File: src/sv/hacfp_pkg.sv
// Package for the hex ASCII command frame parser.
// Holds the parse phase type, the summary record, character constants and
// the hex digit decoder. It depends on nothing else.
`timescale 1ns / 1ps
`default_nettype none

package hacfp_pkg;

  localparam int unsigned CHAR_W       = 8;
  localparam int unsigned OPCODE_W     = 24;
  localparam int unsigned STATUS_W     = 8;
  localparam int unsigned LENGTH_W     = 16;
  localparam int unsigned COUNT_W      = 17;
  localparam int unsigned INDEX_W      = 3;
  localparam int unsigned SUMMARY_W    = 67;
  localparam int unsigned OUT_DATA_W   = 72;

  localparam logic [INDEX_W-1:0] OPCODE_LAST = INDEX_W'(6 - 1);
  localparam logic [INDEX_W-1:0] STATUS_LAST = INDEX_W'(2 - 1);
  localparam logic [INDEX_W-1:0] LENGTH_LAST = INDEX_W'(4 - 1);
  localparam logic [COUNT_W-1:0] COUNT_MAX   = {COUNT_W{1'b1}};

  localparam logic [CHAR_W-1:0] CHAR_SEVEN   = 8'h37;
  localparam logic [CHAR_W-1:0] CHAR_LOWER_E = 8'h65;
  localparam logic [CHAR_W-1:0] CHAR_ZERO    = 8'd48;
  localparam logic [CHAR_W-1:0] CHAR_NINE    = 8'd57;
  localparam logic [CHAR_W-1:0] CHAR_UPPER_A = 8'd65;
  localparam logic [CHAR_W-1:0] CHAR_UPPER_F = 8'd70;
  localparam logic [CHAR_W-1:0] CHAR_LOWER_A = 8'd97;
  localparam logic [CHAR_W-1:0] CHAR_LOWER_F = 8'd102;

  typedef enum logic [4:0] {
    PH_HUNT   = 5'b00001,
    PH_OPCODE = 5'b00010,
    PH_STATUS = 5'b00100,
    PH_LENGTH = 5'b01000,
    PH_PARAMS = 5'b10000
  } phase_t;

  typedef struct packed {
    logic                length_match;
    logic [LENGTH_W-1:0] param_bytes_seen;
    logic [LENGTH_W-1:0] declared_length;
    logic [STATUS_W-1:0] status_value;
    logic [OPCODE_W-1:0] opcode_value;
    logic                header_complete;
    logic                prefix_found;
  } summary_t;

  typedef struct packed {
    logic       is_hex;
    logic [3:0] nibble;
  } hex_digit_t;

  // Decodes one character into its nibble; is_hex is low for non-digits.
  function automatic hex_digit_t hex_decode(input logic [CHAR_W-1:0] c);
    hex_digit_t        r;
    logic [CHAR_W-1:0] diff;
    r    = '0;
    diff = '0;
    if (c >= CHAR_ZERO && c <= CHAR_NINE) begin
      diff     = c - CHAR_ZERO;
      r.is_hex = 1'b1;
      r.nibble = diff[3:0];
    end else if (c >= CHAR_UPPER_A && c <= CHAR_UPPER_F) begin
      diff     = c - CHAR_UPPER_A + 8'd10;
      r.is_hex = 1'b1;
      r.nibble = diff[3:0];
    end else if (c >= CHAR_LOWER_A && c <= CHAR_LOWER_F) begin
      diff     = c - CHAR_LOWER_A + 8'd10;
      r.is_hex = 1'b1;
      r.nibble = diff[3:0];
    end
    return r;
  endfunction

endpackage

`default_nettype wire

File: src/sv/hacfp_core.sv
// Parse state and per-character update of the command frame parser.
// Depends on hacfp_pkg for the phase type, summary record and hex decoder.
`timescale 1ns / 1ps
`default_nettype none

module hacfp_core
  import hacfp_pkg::*;
(
  input  wire logic              clk,
  input  wire logic              rst,
  input  wire logic              step,
  input  wire logic [CHAR_W-1:0] char_code,
  input  wire logic              end_of_line,
  output summary_t               summary
);

  phase_t               phase, phase_next;
  logic                 seen_seven, seen_seven_next;
  logic [INDEX_W-1:0]   digit_index, digit_index_next;
  logic [OPCODE_W-1:0]  opcode_acc, opcode_acc_next;
  logic [STATUS_W-1:0]  status_acc, status_acc_next;
  logic [LENGTH_W-1:0]  length_acc, length_acc_next;
  logic [COUNT_W-1:0]   param_digit_count, param_digit_count_next;
  hex_digit_t           digit;
  logic                 prefix;
  logic                 complete;
  logic [LENGTH_W-1:0]  bytes;

  assign digit = hex_decode(char_code);

  always_comb begin
    phase_next             = phase;
    seen_seven_next        = seen_seven;
    digit_index_next       = digit_index;
    opcode_acc_next        = opcode_acc;
    status_acc_next        = status_acc;
    length_acc_next        = length_acc;
    param_digit_count_next = param_digit_count;
    unique case (phase)
      PH_HUNT: begin
        if (seen_seven && char_code == CHAR_LOWER_E) begin
          phase_next       = PH_OPCODE;
          seen_seven_next  = 1'b0;
          digit_index_next = '0;
        end else begin
          seen_seven_next = (char_code == CHAR_SEVEN);
        end
      end
      PH_OPCODE: begin
        if (digit.is_hex) begin
          opcode_acc_next = {opcode_acc[OPCODE_W-5:0], digit.nibble};
          if (digit_index == OPCODE_LAST) begin
            phase_next       = PH_STATUS;
            digit_index_next = '0;
          end else begin
            digit_index_next = digit_index + 1'b1;
          end
        end
      end
      PH_STATUS: begin
        if (digit.is_hex) begin
          status_acc_next = {status_acc[STATUS_W-5:0], digit.nibble};
          if (digit_index == STATUS_LAST) begin
            phase_next       = PH_LENGTH;
            digit_index_next = '0;
          end else begin
            digit_index_next = digit_index + 1'b1;
          end
        end
      end
      PH_LENGTH: begin
        if (digit.is_hex) begin
          length_acc_next = {length_acc[LENGTH_W-5:0], digit.nibble};
          if (digit_index == LENGTH_LAST) begin
            phase_next       = PH_PARAMS;
            digit_index_next = '0;
          end else begin
            digit_index_next = digit_index + 1'b1;
          end
        end
      end
      PH_PARAMS: begin
        if (digit.is_hex && param_digit_count != COUNT_MAX) begin
          param_digit_count_next = param_digit_count + 1'b1;
        end
      end
      default: begin
      end
    endcase
  end

  // The summary reflects the state after this character has been taken.
  assign prefix   = (phase_next != PH_HUNT);
  assign complete = (phase_next == PH_PARAMS);
  assign bytes    = complete ? param_digit_count_next[COUNT_W-1:1] : '0;

  always_comb begin
    summary                  = '0;
    summary.prefix_found     = prefix;
    summary.header_complete  = complete;
    summary.opcode_value     = prefix ? opcode_acc_next : '0;
    summary.status_value     = prefix ? status_acc_next : '0;
    summary.declared_length  = prefix ? length_acc_next : '0;
    summary.param_bytes_seen = bytes;
    summary.length_match     = complete && (bytes == length_acc_next);
  end

  always_ff @(posedge clk) begin
    if (rst || (step && end_of_line)) begin
      phase             <= PH_HUNT;
      seen_seven        <= 1'b0;
      digit_index       <= '0;
      opcode_acc        <= '0;
      status_acc        <= '0;
      length_acc        <= '0;
      param_digit_count <= '0;
    end else if (step) begin
      phase             <= phase_next;
      seen_seven        <= seen_seven_next;
      digit_index       <= digit_index_next;
      opcode_acc        <= opcode_acc_next;
      status_acc        <= status_acc_next;
      length_acc        <= length_acc_next;
      param_digit_count <= param_digit_count_next;
    end
  end

endmodule

`default_nettype wire

File: src/sv/hex_ascii_command_frame_parser_unit.sv
// Top level of the hex ASCII command frame parser: input register, parse
// core and output register. Depends on hacfp_pkg and hacfp_core.
//
//  Channel | Direction | Handshake          | Payload
//  s_*     | in        | s_tvalid/s_tready  | s_tdata = char_code, s_tlast = end_of_line
//  m_*     | out       | m_tvalid/m_tready  | m_tdata = line summary, one per line end
//
// A character is held in the input register and is parsed there; a line
// end's summary is loaded into the output register at the edge that
// retires the character, and is offered on m_* from the output register.
// One character is taken per cycle while the output side keeps up.
// A pending line end waits in the input register only while the output
// register holds an untaken summary. Reset is synchronous and returns the
// parser to the prefix hunt with both registers empty.
`timescale 1ns / 1ps
`default_nettype none

module hex_ascii_command_frame_parser_unit
  import hacfp_pkg::*;
(
  input  wire logic                  clk,
  input  wire logic                  rst,
  input  wire logic                  s_tvalid,
  output logic                       s_tready,
  // s_tdata: [7:0] char_code
  input  wire logic [CHAR_W-1:0]     s_tdata,
  input  wire logic                  s_tlast,
  output logic                       m_tvalid,
  input  wire logic                  m_tready,
  // m_tdata: [0] prefix_found, [1] header_complete, [25:2] opcode_value,
  // [33:26] status_value, [49:34] declared_length, [65:50] param_bytes_seen,
  // [66] length_match, [71:67] zero
  output logic [OUT_DATA_W-1:0]      m_tdata
);

  logic              in_valid;
  logic [CHAR_W-1:0] in_char;
  logic              in_eol;
  logic              out_free;
  logic              in_advance;
  logic              step;
  summary_t          summary;
  summary_t          out_summary;

  assign out_free   = !m_tvalid || m_tready;
  assign in_advance = !in_eol || out_free;
  assign step       = in_valid && in_advance;
  assign s_tready   = !in_valid || in_advance;

  always_ff @(posedge clk) begin
    if (rst) begin
      in_valid <= 1'b0;
    end else if (s_tready) begin
      in_valid <= s_tvalid;
    end
  end

  always_ff @(posedge clk) begin
    if (s_tready) begin
      in_char <= s_tdata;
      in_eol  <= s_tlast;
    end
  end

  hacfp_core u_core (
    .clk         (clk),
    .rst         (rst),
    .step        (step),
    .char_code   (in_char),
    .end_of_line (in_eol),
    .summary     (summary)
  );

  always_ff @(posedge clk) begin
    if (rst) begin
      m_tvalid <= 1'b0;
    end else if (step && in_eol) begin
      m_tvalid <= 1'b1;
    end else if (m_tready) begin
      m_tvalid <= 1'b0;
    end
  end

  always_ff @(posedge clk) begin
    if (step && in_eol) begin
      out_summary <= summary;
    end
  end

  assign m_tdata = {{(OUT_DATA_W - SUMMARY_W){1'b0}}, out_summary};

  a_complete_needs_prefix: assert property (@(posedge clk) disable iff (rst)
    m_tvalid |-> (!out_summary.header_complete || out_summary.prefix_found))
    else $error("header complete without prefix");

  a_match_needs_header: assert property (@(posedge clk) disable iff (rst)
    m_tvalid |-> (!out_summary.length_match || out_summary.header_complete))
    else $error("length match without complete header");

  a_no_prefix_zero_fields: assert property (@(posedge clk) disable iff (rst)
    (m_tvalid && !out_summary.prefix_found) |-> (m_tdata[OUT_DATA_W-1:1] == '0))
    else $error("nonzero fields without prefix");

  a_line_end_held: assert property (@(posedge clk) disable iff (rst)
    (in_valid && in_eol && !out_free) |=> (in_valid && in_eol))
    else $error("stalled line end lost");

endmodule

`default_nettype wire
File: config.mk
export PLATFORM = sky130hd
export DESIGN_NAME = hex_ascii_command_frame_parser_unit
export DESIGN_NICKNAME = d
export VERILOG_FILES = /design/src/sv/hacfp_pkg.sv /design/src/sv/hacfp_core.sv /design/src/sv/hex_ascii_command_frame_parser_unit.sv
export SDC_FILE = /design/constraint.sdc
export NUM_CORES = 1
export LEC_CHECK = 0
export ABC_AREA = 1
export BUFFER_PORTS_ARGS = -buffer_cell sky130_fd_sc_hd__buf_2
export CAP_MARGIN = 10
export CORE_AREA = 2 2 126 158
export CTS_BUF_LIST = sky130_fd_sc_hd__clkbuf_4
export CTS_CLUSTER_DIAMETER = 50
export DETAILED_ROUTE_END_ITERATION = 7
export DIE_AREA = 0 0 128 160
export GPL_TIMING_DRIVEN = 0
export PLACE_DENSITY = 0.64
export SETUP_SLACK_MARGIN = 0.4
export SLEW_MARGIN = 20
export SYNTH_ARGS = -nofsm -noshare
export SYNTH_HDL_FRONTEND = slang
export SYNTH_SLANG_ARGS = --single-unit
File: constraint.sdc
create_clock -name clk -period 3.5 [get_ports clk]
set_input_delay 0.175 -clock clk [delete_from_list [all_inputs] [get_ports clk]]
set_output_delay 0.175 -clock clk [all_outputs]
set_load 0.05 [all_outputs]
# [Yosys cells after proc, flatten, opt, wreduce, memory -nomap -nowiden]
# Cells that the tools add are included.
[word_totals] reg_bits=152 output_inout_bits=74 elab_cells=101
[op_classes] add_sub_neg=7 order_cmp=6 eq_ne=18 n_mux=31 reduce_logical=20
[ops] op="2-to-1 mux 5 bit" n=10
[ops] op="2-to-1 mux 16 bit" n=3
[ops] op="2-to-1 mux 24 bit" n=2
[ops] op="2-to-1 mux 17 bit" n=2
[ops] op="2-to-1 mux 3 bit" n=7
[ops] op="one-hot mux 5 bit (4 select lines)" n=1
[ops] op="adder 17 x 1 -> 17 bit, second input constant" n=1
[ops] op="!= test 17 bit, second input constant" n=1
[ops] op="== test 16 bit" n=1
[ops] op=">= comparator 8 x 7 -> 1 bit, second input constant" n=2
[ops] op="less-or-equal comparator 8 x 7 -> 1 bit, second input constant" n=2
[ops] op="2-to-1 mux 8 bit" n=2
[ops] op="one-hot mux 3 bit (4 select lines)" n=1
[ops] op="subtractor 4 x 1 -> 4 bit, second input constant" n=3
[ops] op="== test 5 bit, second input constant" n=2
[ops] op="adder 4 bit, second input constant" n=2
[ops] op="== test 8 x 6 -> 1 bit, second input constant" n=1
[ops] op="== test 8 x 7 -> 1 bit, second input constant" n=1
[ops] op=">= comparator 8 x 6 -> 1 bit, second input constant" n=1
[ops] op="less-or-equal comparator 8 x 6 -> 1 bit, second input constant" n=1
[ops] op="logical AND 1 bit" n=8
[ops] op="!= test 2 x 1 -> 1 bit, second input constant" n=4
[ops] op="AND reduction 6 bit" n=1
[ops] op="== test 5 x 1 -> 1 bit, second input constant" n=1
[ops] op="15 further kinds" n=22

# [Depth between registers and ports, before layout]
# Gate-level depths: netlist (run 1).
[depth] depth_word=11 mapped_depth=22 mapped_depth_nobuf=22

# [Hierarchy]
# A second synthesis (run 1) with hierarchy kept.
[hier_totals] hier_cells=959 hier_area_um2=7686.1
[by_module_without_submodules] mod="hacfp_core" n_inst=1 cells_per_inst=860 area_each_um2=5248.8 seq_area_each_um2=1481.4
[by_module_without_submodules] mod="hex_ascii_command_frame_parser_unit" n_inst=1 cells_per_inst=99 area_each_um2=2437.3 seq_area_each_um2=2322.2

# [Worst setup path after synthesis (run 1)]
# No wires, ideal clock.
[synth_timing] path_kind="reg-to-reg" from="register m_tvalid" to="register out_summary (netlist bit m_tdata[0]), enable pin" setup_time_ps=422 arrival_ps=2169 required_ps=3078 slack_ps=909 path_stages_with_launch=8 path_cell_list="dfxtp_1 inv_1 nor2_1 nand2_1 nand2_1 inv_1 nand2_1 inv_1"
[synth_between] elab_chain_len=5
[synth_rtl] element="from (decl)" line="hex_ascii_command_frame_parser_unit.sv:28" source="output logic m_tvalid,"
[synth_rtl] element="from (signal assigned)" line="hex_ascii_command_frame_parser_unit.sv:76" source="m_tvalid <= 1'b0;"
[synth_rtl] element="from (signal assigned)" line="hex_ascii_command_frame_parser_unit.sv:78" source="m_tvalid <= 1'b1;"
[synth_rtl] element="from (signal assigned)" line="hex_ascii_command_frame_parser_unit.sv:80" source="m_tvalid <= 1'b0;"
[synth_rtl] element="logical NOT 1 bit" line="hex_ascii_command_frame_parser_unit.sv:45" source="assign out_free = !m_tvalid || m_tready;"
[synth_rtl] element="logical OR 1 bit" line="hex_ascii_command_frame_parser_unit.sv:45"
[synth_rtl] element="logical OR 1 bit" line="hex_ascii_command_frame_parser_unit.sv:46" source="assign in_advance = !in_eol || out_free;"
[synth_rtl] element="logical AND 1 bit" line="hex_ascii_command_frame_parser_unit.sv:47" source="assign step = in_valid && in_advance;"
[synth_rtl] element="logical AND 1 bit" line="hex_ascii_command_frame_parser_unit.sv:85" source="if (step && in_eol) begin"
[synth_rtl] element="to (signal assigned)" line="hex_ascii_command_frame_parser_unit.sv:86" source="out_summary <= summary;"
[synth_rtl] element="to (decl)" line="hex_ascii_command_frame_parser_unit.sv:43" source="summary_t out_summary;"
# No other way between the ends.
# A chain may end at the register's enable or synchronous reset.

==> summary.txt, run 1 <==
Synth
  • Count leader, synth: nand2_1
  • Post-Syn Area: 7490 µm²
  • Seq/Total Area, Yosys: 0.508
  • Synth top area share: 0.305
  • Flops & latches, synth: 152
  • Ys async rst share: 0
  • Post-synthesis average cell area: 7.97 µm²
  • Post-synth top cells: nand2_1, inv_1, nor2_1, o21ai_0
  • Synth Instances: 940
  • Synth area leader: edfxtp_1
  • Most used flip-flop cell after synthesis: edfxtp_1
  • Area contributors post-synth: edfxtp_1, dfxtp_1, nand2_1, inv_1, o21ai_0
  • Yosys cell types: 41
  • Synth warn: 0
  • Number of synthesized flops with an enable pin: 76

Critical path
  • CP Capture Type: register
  • Crit start category: register
  • Worst Setup SP: in_char[1]
  • R2r worst-path depth: 18
  • Data arrival, critical path: 3.22 ns
  • Critical Path Sink: m_tdata[66]
  • Crit path max fanout: 10
  • RR Startpoint: in_char[1]
  • Reg2reg setup slack: 0.64 ns
  • Reg2reg end: m_tdata[66]
  • Worst EP required: 3.86 ns
  • Crit Path Class: reg2reg

Place
  • Final GP Congestion: 0.898
  • Area after DPL: 8230 µm²
  • DP Worst Slack: 0.491 ns
  • Dpl hpwl: 13.5 mm
  • Port Buffers: 81

Floorplan
  • Rows: 57
  • Initial Util: 0.392
  • Die footprint: 20500 µm²
  • Core ar.: 19100 µm²
  • I/O pins: 87
  • Die width: 128 µm
  • Chip height: 160 µm

Run status
  • Status: complete, no violations

Finish
  • Final core utilization: 0.454
  • Synth-to-Final Area Change: 15.9%
  • Nets@finish: 1082
  • Final Cell Area: 8680 µm²
  • Share of layout cells above drive strength 1: 0.149

Power
  • Power per Cell Area: 419 nW/µm²
  • Sw Ratio: 0.291
  • Power Internal: 2.58 mW
  • Seq pwr share: 0.545
  • Net Sw Power: 1.06 mW
  • Clk pwr share: 0.312
  • Leak: 4.07 nW
  • Worst vdd ir: 179 µV
  • Combinational share of power: 0.143

Global routing
  • Antenna violations before repair: 1
  • GRT Overall Usage: 0.186
  • Vias in the first global route: 5868
  • Largest net degree at the start of global routing: 36
  • GR Overflow Total: 0
  • First-pass GRT wire length: 29.6 mm

Timing
  • Final setup margin: 0.642 ns
  • Minimum clock period: 2.86 ns
  • RSZ-0062 raised after global routing: false
  • Final setup TNS: 0 ns
  • Hold WS: 0.300 ns
  • Period utilisation layout: 0.816
  • Fin Clk Skew: 0.0202 ns
  • Number of hold violations in the final report: 0
  • Final setup viols: 0
  • Worst Tran Pin Value: 0.637 ns
  • FMAX: 350 MHz
  • Slew Limit Headroom: 0.575
  • Final Max Slew Viols: 0

Run
  • Total of max-cap violations: 0

Detailed routing
  • DRT iter0 DRCs: 500
  • Post-route antenna net violation count: 0
  • DRC violations left: 0
  • First-pass iteration count of the detailed router: 8
  • Via count of the routed design: 6356
  • Vias per cell: 4.85
  • Routed len/inst: 14.1 µm
  • Post-Route WL: 18.4 mm

CTS
  • Total CTS buffers: 17
  • Sink Count: 152
  • Bufs on Longest Clock Path: 2
  • H-tree depth: 4
  • Skew-Pair Late Insertion Delay: 0.58 ns
  • CTS tree: done
  • Root Buffer: clkbuf_4
  • Reg clk slew, reported paths: 0.13 ns

Worst hold path
  • Min-Delay Path Class: in2reg
[cells in the final DEF, fill, tap and decap left out, types with 4 or more instances in the layout]
cell and n:
inv_2 5, nor2_4 4, dlygate4sd3_1 12, a21oi_1 33, clkbuf_1 30, buf_2 85, conb_1 5, inv_1 181
o211ai_1 37, buf_4 10, nand4_1 19, clkinv_1 5, clkbuf_4 18, edfxtp_1 76, nand3_1 33, nor2_1 94
nor3_1 5, o21ai_0 76, xor2_1 8, nand2_1 195, dfxtp_1 76, ha_1 9, nand2_2 6, nor2_2 5
[worst max-delay path: stages (launching register included)]
cell	delay [ns]
edfxtp_1	0.46
inv_1	0.11
ha_1	0.19
nand3b_1	0.18
nand3_2	0.14
nand2_2	0.11
buf_6	0.14
nand2_1	0.06
nand2_1	0.07
nand3_2	0.16
nor3_4	0.26
nand2_2	0.13
buf_6	0.19
nor2_2	0.13
nand2_1	0.06
nand2_1	0.09
nor2_1	0.05
nand2_1	0.06
nor2_1	0.05
[power groups by stage]
stage                     sequential [mW]  combinational [mW]  clock (mW)
final                                1.98               0.518        1.14
after detailed placement             2.02               0.501           0
after CTS                            1.98               0.513        1.16
after global routing                 1.99               0.574        1.24
after floorplan                      2.08               0.306           0
after global placement               2.02               0.493           0
[registers in the layout, indices dropped and copies added (netlist names), 3 cells and up]
signal / count
m_tdata: 67
u_core.opcode_acc: 24
u_core.param_digit_count: 17
u_core.length_acc: 16
in_char: 8
u_core.status_acc: 8
u_core.phase: 5
u_core.digit_index: 3
[final cells by class]
class | instances | area (µm²)
clock buffer | 18 | 135
fill | 1931 | 10400
sequential | 152 | 3800
timing repair buffer | 97 | 568
buffer | 45 | 216
tap | 236 | 295
clock inverter | 14 | 155
inverter | 188 | 708
antenna | 1 | 2.50
multi-input combinational | 559 | 2800
[cell families (layout without fill, tap and decap cells)]
group           after synthesis  after routing  synth area share
xor+xnor                     11             11            0.0129
simple gates                371            371             0.214
other cells                   1              6          0.000501
flops                       152            152             0.508
compound gates              162            162             0.125
buf+inv                     233            362             0.123
fa+ha+maj                     9              9            0.0150
mux                           1              1           0.00134
[stage by stage]
step,total power [mW],cells
floorplan,2.38,944
global placement,2.51,1261
detailed placement,2.52,1262
CTS,3.66,1306
global route,3.81,1310
finish,3.64,1310
[worst min-delay path by stage]
stage                     startpoint         end  slack (ns)  depth (start not counted)
after CTS                 s_tdata[1]  in_char[1]        0.27                          2
final                     s_tdata[7]  in_char[7]        0.30                          2
after global placement           rst    in_valid        0.35                          2
after floorplan                  rst    in_valid        0.24                          1
after detailed placement         rst    in_valid        0.35                          2
after global routing         s_tlast      in_eol        0.27                          2
[routing by layer]
| metal | track usage | up-vias | routed length, µm |
|---|---|---|---|
| met2 | 0.325 | 138 | 9410 |
| met4 | 0.0569 | 0 | 322 |
| li1 | - | 3249 | - |
| met3 | 0.0365 | 24 | 657 |
| met1 | 0.231 | 2945 | 8050 |
| met5 | 0 | - | 0 |
[repair_timing]
action / 4_1_cts / 5_1_grt
setup buffers: 0 / 3
hold endpoints to repair: 11 / 0
resized for setup: 0 / 8
hold buffers: 12 / 0
endpoints found under the setup margin: 0 / 1
No activity file was read; power rests on OpenSTA's default activity.
==> inputs of run 2 (changes only) <==
--- a/config.mk
+++ b/config.mk
@@ -14,7 +14,7 @@
 export DETAILED_ROUTE_END_ITERATION = 7
 export DIE_AREA = 0 0 128 160
 export GPL_TIMING_DRIVEN = 0
-export PLACE_DENSITY = 0.64
+export PLACE_DENSITY = 0.66
 export SETUP_SLACK_MARGIN = 0.4
 export SLEW_MARGIN = 20
 export SYNTH_ARGS = -nofsm -noshare
==> constraint.sdc (replaced) <==
create_clock -name clk -period 2.5 [get_ports clk]
set_input_delay 0.125 -clock clk [delete_from_list [all_inputs] [get_ports clk]]
set_output_delay 0.125 -clock clk [all_outputs]
set_load 0.05 [all_outputs]
==> run 2 against run 1 <==
Against the previous run: largest cell class unchanged; highest routed layer unchanged; critical path depth grew 2; combinational power grew 88%; sequential cell count is the same; total power grew 55%; largest power group unchanged; clock power grew 63%; final cell count grew 5.1%; the flow now finishes with violations (setup timing); die area is the same.
==> summary.txt, run 2 (synthesis results as in run 1) <==
Run status
  • Status: finished with violations
  • Failing checks: setup timing

Floorplan
  • I/O pins: 87 (unchanged)
  • Die width: 128 µm (unchanged)
  • Initial Util: 0.392 (unchanged)
  • Core ar.: 19100 µm² (unchanged)
  • Die footprint: 20500 µm² (unchanged)
  • Chip height: 160 µm (unchanged)
  • Rows: 57 (unchanged)

Timing
  • Worst Tran Pin Value: 0.742 ns (+0.105 ns)
  • Final setup viols: 5 (+5)
  • Period utilisation layout: 1.11 (+0.295)
  • RSZ-0062 raised after global routing: true
  • Final setup margin: -0.279 ns (-0.921 ns)
  • FMAX: 360 MHz (+2.8%)
  • Final Max Slew Viols: 0 (unchanged)
  • Fin Clk Skew: 0.0221 ns (+0.00184 ns)
  • Minimum clock period: 2.78 ns (-0.0789 ns)
  • Number of hold violations in the final report: 0 (unchanged)
  • Final setup TNS: -0.549 ns (-0.549 ns)
  • Slew Limit Headroom: 0.505 (-0.0699)

CTS
  • Bufs on Longest Clock Path: 2 (unchanged)
  • Root Buffer: clkbuf_4
  • CTS tree: done
  • Skew-Pair Late Insertion Delay: 0.59 ns (about the same)
  • Total CTS buffers: 17 (unchanged)
  • H-tree depth: 4 (unchanged)
  • Reg clk slew, reported paths: 0.13 ns (about the same)
  • Sink Count: 152 (unchanged)

Place
  • Port Buffers: 81 (unchanged)
  • Final GP Congestion: 0.898 (about the same)
  • Dpl cells: 1263 (+0.079%)
  • Dpl hpwl: 13.4 mm (-1.0%)

Critical path
  • Crit start category: register
  • CP Capture Type: register
  • Crit Path Class: reg2reg
  • Worst EP required: 2.95 ns (-0.91 ns)
  • Crit path max fanout: 5 (-5)
  • Data arrival, critical path: 3.23 ns (about the same)

Detailed routing
  • DRT iter0 DRCs: 599 (+20%)
  • Post-route antenna net violation count: 0 (unchanged)
  • Routed len/inst: 15.7 µm (+12%)
  • Post-Route WL: 21.7 mm (+17%)
  • Vias per cell: 5.15 (+6.1%)
  • Via count of the routed design: 7090 (+12%)
  • DRC violations left: 0 (unchanged)
  • First-pass iteration count of the detailed router: 5 (-3)

Global routing
  • Vias in the first global route: 6406 (+9.2%)
  • Largest net degree at the start of global routing: 36 (unchanged)
  • First-pass GRT wire length: 31.2 mm (+5.7%)
  • Antenna violations before repair: 1 (unchanged)
  • GR Overflow Total: 0 (unchanged)
  • GRT Overall Usage: 0.195 (+0.00930)

Finish
  • Max reg flops: 67 (unchanged)
  • FILL cells: 1666 (-14%)
  • Share of layout cells above drive strength 1: 0.381 (+0.232)
  • Nets@finish: 1149 (+6.2%)
  • Final core utilization: 0.553 (+0.0985)
  • Final std cells w/o fill: 1377 (+5.1%)
  • Synth-to-Final Area Change: 41.1%
  • Most frequent cells in the layout: inv_1, nand2_1, buf_2
  • Most common cell after layout, fill and taps aside: inv_1

Power
  • Leak: 4.75 nW (+17%)
  • Power per Cell Area: 532 nW/µm² (+27%)
  • Power consumption: 5.62 mW (+55%)
  • Worst vdd ir: 327 µV (+83%)

Run
  • Total of max-cap violations: 0 (unchanged)

Worst hold path
  • Min-Delay Path Class: in2reg
-- run 2: power breakdown --
part	switching, mW	internal (mW)	total, mW
Clock	0.927	0.928	1.86
Sequential	0.0743	2.72	2.79
Combinational	0.644	0.329	0.973
-- run 2: area by class of cell --
type,count,area [µm²],area share
Antenna cell,1,2.50,0.000237
Buffer,45,355,0.0336
Clock buffer,20,150,0.0142
Clock inverter,12,198,0.0187
Inverter,188,724,0.0686
Multi-Input combinational cell,559,3730,0.353
Sequential cell,152,3820,0.362
Tap cell,236,295,0.0280
Timing Repair Buffer,164,1280,0.122
-- run 2: worst max-delay path, cell delays in order (launching register included) --
cell and delay [ns]:
edfxtp_1 0.49, inv_2 0.12, ha_4 0.13, nand2_1 0.07
nand3_2 0.12, nand2_4 0.08, nand2_4 0.11, buf_8 0.14
nand2_1 0.06, nand2_2 0.09, nand3_4 0.10, nor2_4 0.23
buf_4 0.15, nand4_1 0.17, nand2_1 0.11, nand2_1 0.06
inv_1 0.06, nand2_1 0.05, nor2_1 0.10, nand2_1 0.10
nor2_1 0.10
-- run 2: repair_timing --
action,4_1_cts,5_1_grt
gates resized for setup,143,254
pin swaps,36,55
hold buffers,12,0
endpoints found under the hold margin,11,0
setup endpoints to repair,132,137
cloned,3,5
setup buffers,31,30
-- run 2: worst paths after layout --
path	start	endpoint	slack (ns)	depth (start not counted)
setup / recovery	in_char[0]	m_tdata[66]	-0.28	20
hold / removal	s_tdata[4]	in_char[4]	0.25	2
setup reg to reg	in_char[0]	m_tdata[66]	-0.28	20
hold reg to reg	u_core.digit_index[1]	u_core.digit_index[1]	0.49	2
-- run 2: layer usage --
metal | global-route usage | share of wire | vias to the layer above
met4 | 0.106 | 0.046 | 0
met5 | 0 | 0 | -
met1 | 0.232 | 0.40 | 3335
met3 | 0.0338 | 0.047 | 85
met2 | 0.333 | 0.51 | 276
li1 | - | - | 3394
-- run 2: through the flow --
step / hold slack, ns / setup slack [ns] / area, µm²
floorplan: 0.194 / 0.0896 / 7560
global placement: 0.297 / -0.413 / 8260
detailed placement: 0.300 / -0.443 / 8300
CTS: 0.215 / -0.192 / 9430
global route: 0.220 / -0.443 / 10600
finish: 0.251 / -0.279 / 10600
